## src/hdl/jfc_pkg.sv

```systemverilog
// ---------------------------------------------------------------------------
// Journal frame checker package
// Shared codes, the result record type and the CRC-32 byte update.
// ---------------------------------------------------------------------------
package jfc_pkg;

   localparam logic [2:0] ST_RUNNING      = 3'd0;
   localparam logic [2:0] ST_BAD_HEADER   = 3'd1;
   localparam logic [2:0] ST_TOO_LARGE    = 3'd2;
   localparam logic [2:0] ST_CRC_MISMATCH = 3'd3;
   localparam logic [2:0] ST_TRUNCATED    = 3'd4;
   localparam logic [2:0] ST_CLEAN_END    = 3'd5;

   localparam logic [1:0] PH_MAGIC   = 2'd0;
   localparam logic [1:0] PH_HEADER  = 2'd1;
   localparam logic [1:0] PH_PAYLOAD = 2'd2;

   localparam logic [31:0] CRC_POLY  = 32'hEDB8_8320;
   localparam logic [31:0] ALL_ONES  = 32'hFFFF_FFFF;
   localparam logic [23:0] MAX_FRAME_RESET = 24'h01_0000;
   localparam logic [31:0] MAGIC_LEN_BYTES = 32'd8;
   localparam logic [31:0] HEADER_LEN_BYTES = 32'd8;

   typedef struct packed {
      logic [7:0]  payload_byte;
      logic        payload_valid;
      logic        frame_good;
      logic [2:0]  status;
      logic [31:0] frames_accepted;
      logic [31:0] good_offset;
   } rsp_type;

   // Expected byte of the stream magic "PFJRNL1\n" at a given position.
   function automatic logic [7:0] magic_byte(input logic [2:0] idx);
      logic [7:0] b;
      case (idx)
         3'd0:    b = 8'h50;
         3'd1:    b = 8'h46;
         3'd2:    b = 8'h4A;
         3'd3:    b = 8'h52;
         3'd4:    b = 8'h4E;
         3'd5:    b = 8'h4C;
         3'd6:    b = 8'h31;
         default: b = 8'h0A;
      endcase
      return b;
   endfunction

   // Reflected CRC-32 update by one byte, unrolled over its eight bits.
   function automatic logic [31:0] crc32_byte(input logic [31:0] crc, input logic [7:0] b);
      logic [31:0] c;
      c = crc ^ {24'd0, b};
      for (int i = 0; i < 8; i++) begin
         c = (c >> 1) ^ (CRC_POLY & {32{c[0]}});
      end
      return c;
   endfunction

endpackage

```

## src/hdl/jfc_rsp_buffer.sv

```systemverilog
// ---------------------------------------------------------------------------
// Journal frame checker result buffer
// Output register with a skid stage, so a result can be taken every cycle
// while the next item is accepted, unless the skid stage is full.
// ---------------------------------------------------------------------------
module jfc_rsp_buffer (
   input  logic             clock,
   input  logic             reset,
   input  logic             in_valid,
   output logic             in_ready,
   input  jfc_pkg::rsp_type in_data,
   output logic             out_valid,
   input  logic             out_ready,
   output jfc_pkg::rsp_type out_data
);

   logic             main_valid_ff;
   logic             skid_valid_ff;
   jfc_pkg::rsp_type main_data_ff;
   jfc_pkg::rsp_type skid_data_ff;
   logic             push;
   logic             pop;

   assign in_ready  = ~skid_valid_ff;
   assign out_valid = main_valid_ff;
   assign out_data  = main_data_ff;
   assign push      = in_valid & in_ready;
   assign pop       = main_valid_ff & out_ready;

   always_ff @(posedge clock) begin
      if (reset) begin
         main_valid_ff <= 1'b0;
         skid_valid_ff <= 1'b0;
      end else if (skid_valid_ff) begin
         if (pop) begin
            skid_valid_ff <= 1'b0;
         end
      end else if (push && (!main_valid_ff || pop)) begin
         main_valid_ff <= 1'b1;
      end else if (push) begin
         skid_valid_ff <= 1'b1;
      end else if (pop) begin
         main_valid_ff <= 1'b0;
      end
   end

   always_ff @(posedge clock) begin
      if (skid_valid_ff) begin
         if (pop) begin
            main_data_ff <= skid_data_ff;
         end
      end else if (push && (!main_valid_ff || pop)) begin
         main_data_ff <= in_data;
      end else if (push) begin
         skid_data_ff <= in_data;
      end
   end

   // The skid stage only fills behind an occupied output register.
   assert property (@(posedge clock) disable iff (reset)
      skid_valid_ff |-> main_valid_ff)
      else $error("skid stage holds an item while the output register is empty");

endmodule

```

## config.mk

```make
export PLATFORM = sky130hd
export DESIGN_NAME = jfc_rsp_buffer
export DESIGN_NICKNAME = d
export VERILOG_FILES = /design/src/hdl/jfc_pkg.sv /design/src/hdl/jfc_rsp_buffer.sv
export SDC_FILE = /design/constraint.sdc
export NUM_CORES = 1
export LEC_CHECK = 0
export ABC_AREA = 1
export BUFFER_PORTS_ARGS = -buffer_cell sky130_fd_sc_hd__buf_2
export CORE_MARGIN = 3
export CORE_UTILIZATION = 55
export CTS_CLUSTER_DIAMETER = 80
export DETAILED_ROUTE_END_ITERATION = 12
export MAX_ROUTING_LAYER = met4
export PLACE_DENSITY = 0.84
export SETUP_SLACK_MARGIN = 0.15
export SYNTH_ARGS = -nofsm -noshare
export SYNTH_HDL_FRONTEND = slang
export SYNTH_SLANG_ARGS = --single-unit
```

## constraint.sdc

```tcl
create_clock -name clock -period 12.25 [get_ports clock]
set_input_delay 0.6125 -clock clock [delete_from_list [all_inputs] [get_ports clock]]
set_output_delay 0.6125 -clock clock [all_outputs]
set_load 0.01 [all_outputs]
```

---- Word level (Yosys, flattened, before mapping) ----
Index checks and enable logic that the tools add are counted.
W data, S select, Z words.
word-level totals
  flip-flop bits (word level) ............. 156
  bits of input ports ..................... 81
  logic and storage cells ................. 38
cells by class
  equality and inequality tests ........... 2
  multiplexer cells ....................... 10
  bitwise gates (word level) .............. 4
  reductions and logical operators ........ 8
operators by type and width
  cell                  count
  $mux W77              3
  $mux W1               7
  $reduce_and A3 Y1     2
  $ne A2 B1 Y1 const B  2
  $reduce_bool A2 Y1    2
  $and A1 B1 Y1         2
  $not A1 Y1            2
  $reduce_and A2 Y1     1
  $logic_and A1 B1 Y1   1
  $logic_not A1 Y1      1
  $logic_or A1 B1 Y1    1

---- Depth between registers and ports, before layout ----
  depth after elaboration ................. 5
  mapped depth ............................ 7
  gate-level depth less buffers ........... 5

---- Worst setup path after synthesis ----
Ideal clock, no wire load.
  path type ............................... register -> register
  start point ............................. register skid_valid_ff
  end point ............................... register main_data_ff (netlist bit out_data[0]), enable pin
  library setup time ...................... 0.537 ns
  arrival ................................. 4.419 ns
  slack ................................... 7.294 ns
  cell stages (with the launch flop) ...... 6
  path buffers ............................ 2
  period minus slack after synthesis ...... 4.956 ns
  path through ............................ dfxtp_1 > buf_6 > inv_2 > buf_6 > nand2_1 > a21oi_1
on the way
  cells in the longest elaborated chain, start to end .. 5
  elaborated cells on any way between the ends .. 6
  those cells by class .................... 1 x eq/ne; 2 x bitwise; 3 x reduce/logical
ends and longest elaborated chain
  item                                    RTL line              RTL
  from (decl)                             jfc_rsp_buffer.sv:18  logic skid_valid_ff;
  from (signal assigned)                  jfc_rsp_buffer.sv:33  skid_valid_ff <= 1'b0;
  from (signal assigned)                  jfc_rsp_buffer.sv:36  skid_valid_ff <= 1'b0;
  from (signal assigned)                  jfc_rsp_buffer.sv:41  skid_valid_ff <= 1'b1;
  $not A1 Y1 (no source line)             n/a
  $and A1 B1 Y1                           jfc_rsp_buffer.sv:27  assign push = in_valid & in_ready;
  $logic_and A1 B1 Y1                     jfc_rsp_buffer.sv:52  end else if (push && (!main_valid_ff || pop)) begin
  $reduce_bool A2 Y1 (no source line)     n/a
  $reduce_and A2 Y1 (no source line) (*)  n/a
  to (signal assigned)                    jfc_rsp_buffer.sv:50  main_data_ff <= skid_data_ff;
  to (signal assigned)                    jfc_rsp_buffer.sv:53  main_data_ff <= in_data;
  to (decl)                               jfc_rsp_buffer.sv:19  jfc_pkg::rsp_type main_data_ff;
Every way passes the cells marked *; elsewhere a longest branch is shown, timed or not.
A chain may end at the register's enable or synchronous reset.

---- Final worst setup path ----
  start point ............................. register skid_valid_ff
  end point ............................... output in_ready
on the way
  cells in the longest elaborated chain, start to end .. 1
ends and longest elaborated chain
  item                         RTL line              RTL
  $not A1 Y1 (no source line)  n/a
  to (decl)                    jfc_rsp_buffer.sv:10  output logic in_ready,
Every way passes these cells.

==> qor.txt <==
R2R setup slack: 10.07 ns
Mapped Area: 0.005717 mm²
Power density over the cells: 164.7 mW/mm²
Number of diodes: 0
Leakage: 3.058 nW
Initial antenna violation count: 0
ANT nets after route: 0
Required @ worst endpoint: 11.64 ns
Hold EP: skid_valid_ff
Area after DPL: 0.006613 mm²
Fin. Hold Viols: 0
Core area: 0.009955 mm²
FF-to-FF path depth: 5
RSZ-0062 raised after global routing: no
Relative slew slack: 37.65%
Crit Path Class: flip-flop to output pin
Register area: 0.004666 mm²
Crit end category: output pin
Gr usage total: 20.16%
CTS tree: done
First-pass DRT Iterations: 5
Yosys cell types: 10
DR DRC count: 0
Vias in the first global route: 3481
Post-route insts no fill: 733
Post-DP HPWL: 7.093 mm
Max-Cap Viols: 0
WL per Instance: 14.86 µm
PnR worst setup slack: 9.865 ns
Vias after detailed routing: 3593
VDD IR max: 0.1100 mV
R2r startpoint: out_valid
Outcome: finished clean
Longest Clk Path Bufs: 2
Fmax: 419.2 MHz
I/O pins: 160
Final setup vio count: 0
Pins Over Slew Limit: 0
Reg2reg end: skid_data_ff[45]
Crit Path Max Fanout: 78
Filler cells: 666
Tcrit/Tclk final: 19.47%
Share of cells above drive strength 1: 32.33%
CTS H-tree lvls: 4
Tmin final: 2.386 ns
Post-Synthesis Cells: 423
PostCTS Resize Cnt: 0
Seq cells post-synth: 156
Sink Count: 156
Die height: 108.0 µm
IO buf count: 159
Hold buffers post-CTS: 0
Latest clock arrival within the worst-skew pair: 0.51 ns
Pwr Total: 1.176 mW
GPL Wtd Cong: 0.8030
Worst hold start: reset
Die W: 108.0 µm
Startpoint Class: flip-flop
Crit path DAT: 1.77 ns
GRT overflow: 0
CTS buffer count: 17
Hold Path Depth: 2
Rows: 36
Area delta synth->final: 24.84%
Post-route design area: 0.007137 mm²
Final #Nets: 669
Worst slew pin tran: 0.9353 ns
Routed WL: 10.89 mm
Initial DRC Count: 204
Avg Cell Area, Syn: 13.51 µm²
Largest net degree at the start of global routing: 79
Footprint of the multi-input gates: 927.1 µm²
HP Class: input port to flip-flop
Layout Skew: 0.005953 ns
DP Cell Count: 702
CTS Root Cell: clkbuf_8
Setup WS pre-CTS: 9.746 ns
TNS Setup: 0 ns
Worst Setup SP: skid_valid_ff
Clock transition at path regs: 0.06 ns
Warnings from Yosys: 0
First-pass GRT wire length: 16.91 mm
Seq/Total Area, Yosys: 81.59%
Synthesized Nets: 504
Die ar.: 0.01165 mm²
DR vias/cell: 4.902
Post-CTS Setup Bufs: 0
Initial Util: 57.43%
## logic make-up after synthesis
kind of cell	Yosys count	synth area share (%)
and+or+nand+nor	241	15.85
buffers and inverters	24	2.385
AOI/OAI and AO/OA	2	0.1751
DFF	156	81.59
## flip-flops by register name, indices dropped and copies added, names as in the netlist
register       count
out_valid          1
out_data          77
skid_data_ff      77
skid_valid_ff      1
## critical path, cell delays in order (launching register included)
cell     delay, ns
dfxtp_2       0.34
inv_2         0.05
buf_4         0.59
buf_2         0.26
## per-stage QoR
| step | hold slack (ns) | utilization, % |
|---|---|---|
| finish | 0.2820 | 71.69 |
| global route | 0.2696 | 71.69 |
| CTS | 0.2489 | 71.69 |
| detailed placement | 0.5012 | 66.43 |
| global placement | 0.4768 | 66.43 |
| floorplan | 0.4904 | - |
## report_power, final
part	internal (mW)	total [mW]	switching (mW)	leakage, nW
clock	0.267	0.458	0.191	0.240
sequential	0.623	0.631	0.00806	1.46
combinational	0.0318	0.0866	0.0548	1.36
total	0.922	1.18	0.254	3.06
## layer usage
layer | share of wire, % | vias up | wire (µm) | GRT usage, %
met3 | 7.5 | 21 | 820 | 4.478
li1 | - | 1751 | - | -
met1 | 39 | 1657 | 4258 | 25.02
met5 | 0 | - | 0 | -
met4 | 2.2 | 0 | 235 | 9.288
met2 | 51 | 164 | 5577 | 32.06
## worst max-delay path by stage
| stage | endpoint | depth (start not counted) | slack, ns |
|---|---|---|---|
| detailed placement | skid_data_ff[18] | 5 | 9.75 |
| global route | in_ready | 3 | 9.77 |
| global placement | skid_data_ff[16] | 5 | 9.84 |
| finish | in_ready | 3 | 9.86 |
| floorplan | out_data[0] | 5 | 7.29 |
| CTS | in_ready | 3 | 9.83 |
## final cells by class
| class | count | share of cell area, % |
|---|---|---|
| clock buffers | 20 | 5.961 |
| flip-flops and latches | 156 | 65.38 |
| multi-input cells | 243 | 12.99 |
| well taps | 133 | 2.332 |
| inverters | 7 | 0.3857 |
| clock inverters | 11 | 1.385 |
| repair buffers | 163 | 11.57 |
## cells in the final DEF, fill, tap and decap left out
| cell | count |
|---|---|
| nand3_1 | 1 |
| clkinvlp_4 | 5 |
| clkbuf_1 | 3 |
| clkinv_4 | 2 |
| buf_4 | 4 |
| a21oi_1 | 1 |
| buf_2 | 159 |
| clkbuf_16 | 16 |
| bufinv_16 | 1 |
| dfxtp_1 | 1 |
| nand2_1 | 238 |
| clkbuf_8 | 1 |
| edfxtp_1 | 154 |
| clkinv_1 | 1 |
| clkinv_2 | 3 |
| nor2_1 | 2 |
| inv_2 | 1 |
| inv_1 | 5 |
| dfxtp_2 | 1 |
| a21oi_4 | 1 |
## cells in the mapped netlist
cell	n	area, µm²
dfxtp_1	2	40.04
a21oi_1	2	10.01
inv_2	1	3.750
buf_6	4	45.04
edfxtp_1	154	4624
nor2_1	2	7.510
inv_1	6	22.52
nand3_1	1	5.000
nand2_1	238	893.4
buf_2	13	65.06
(Power assumes the default switching activity.)
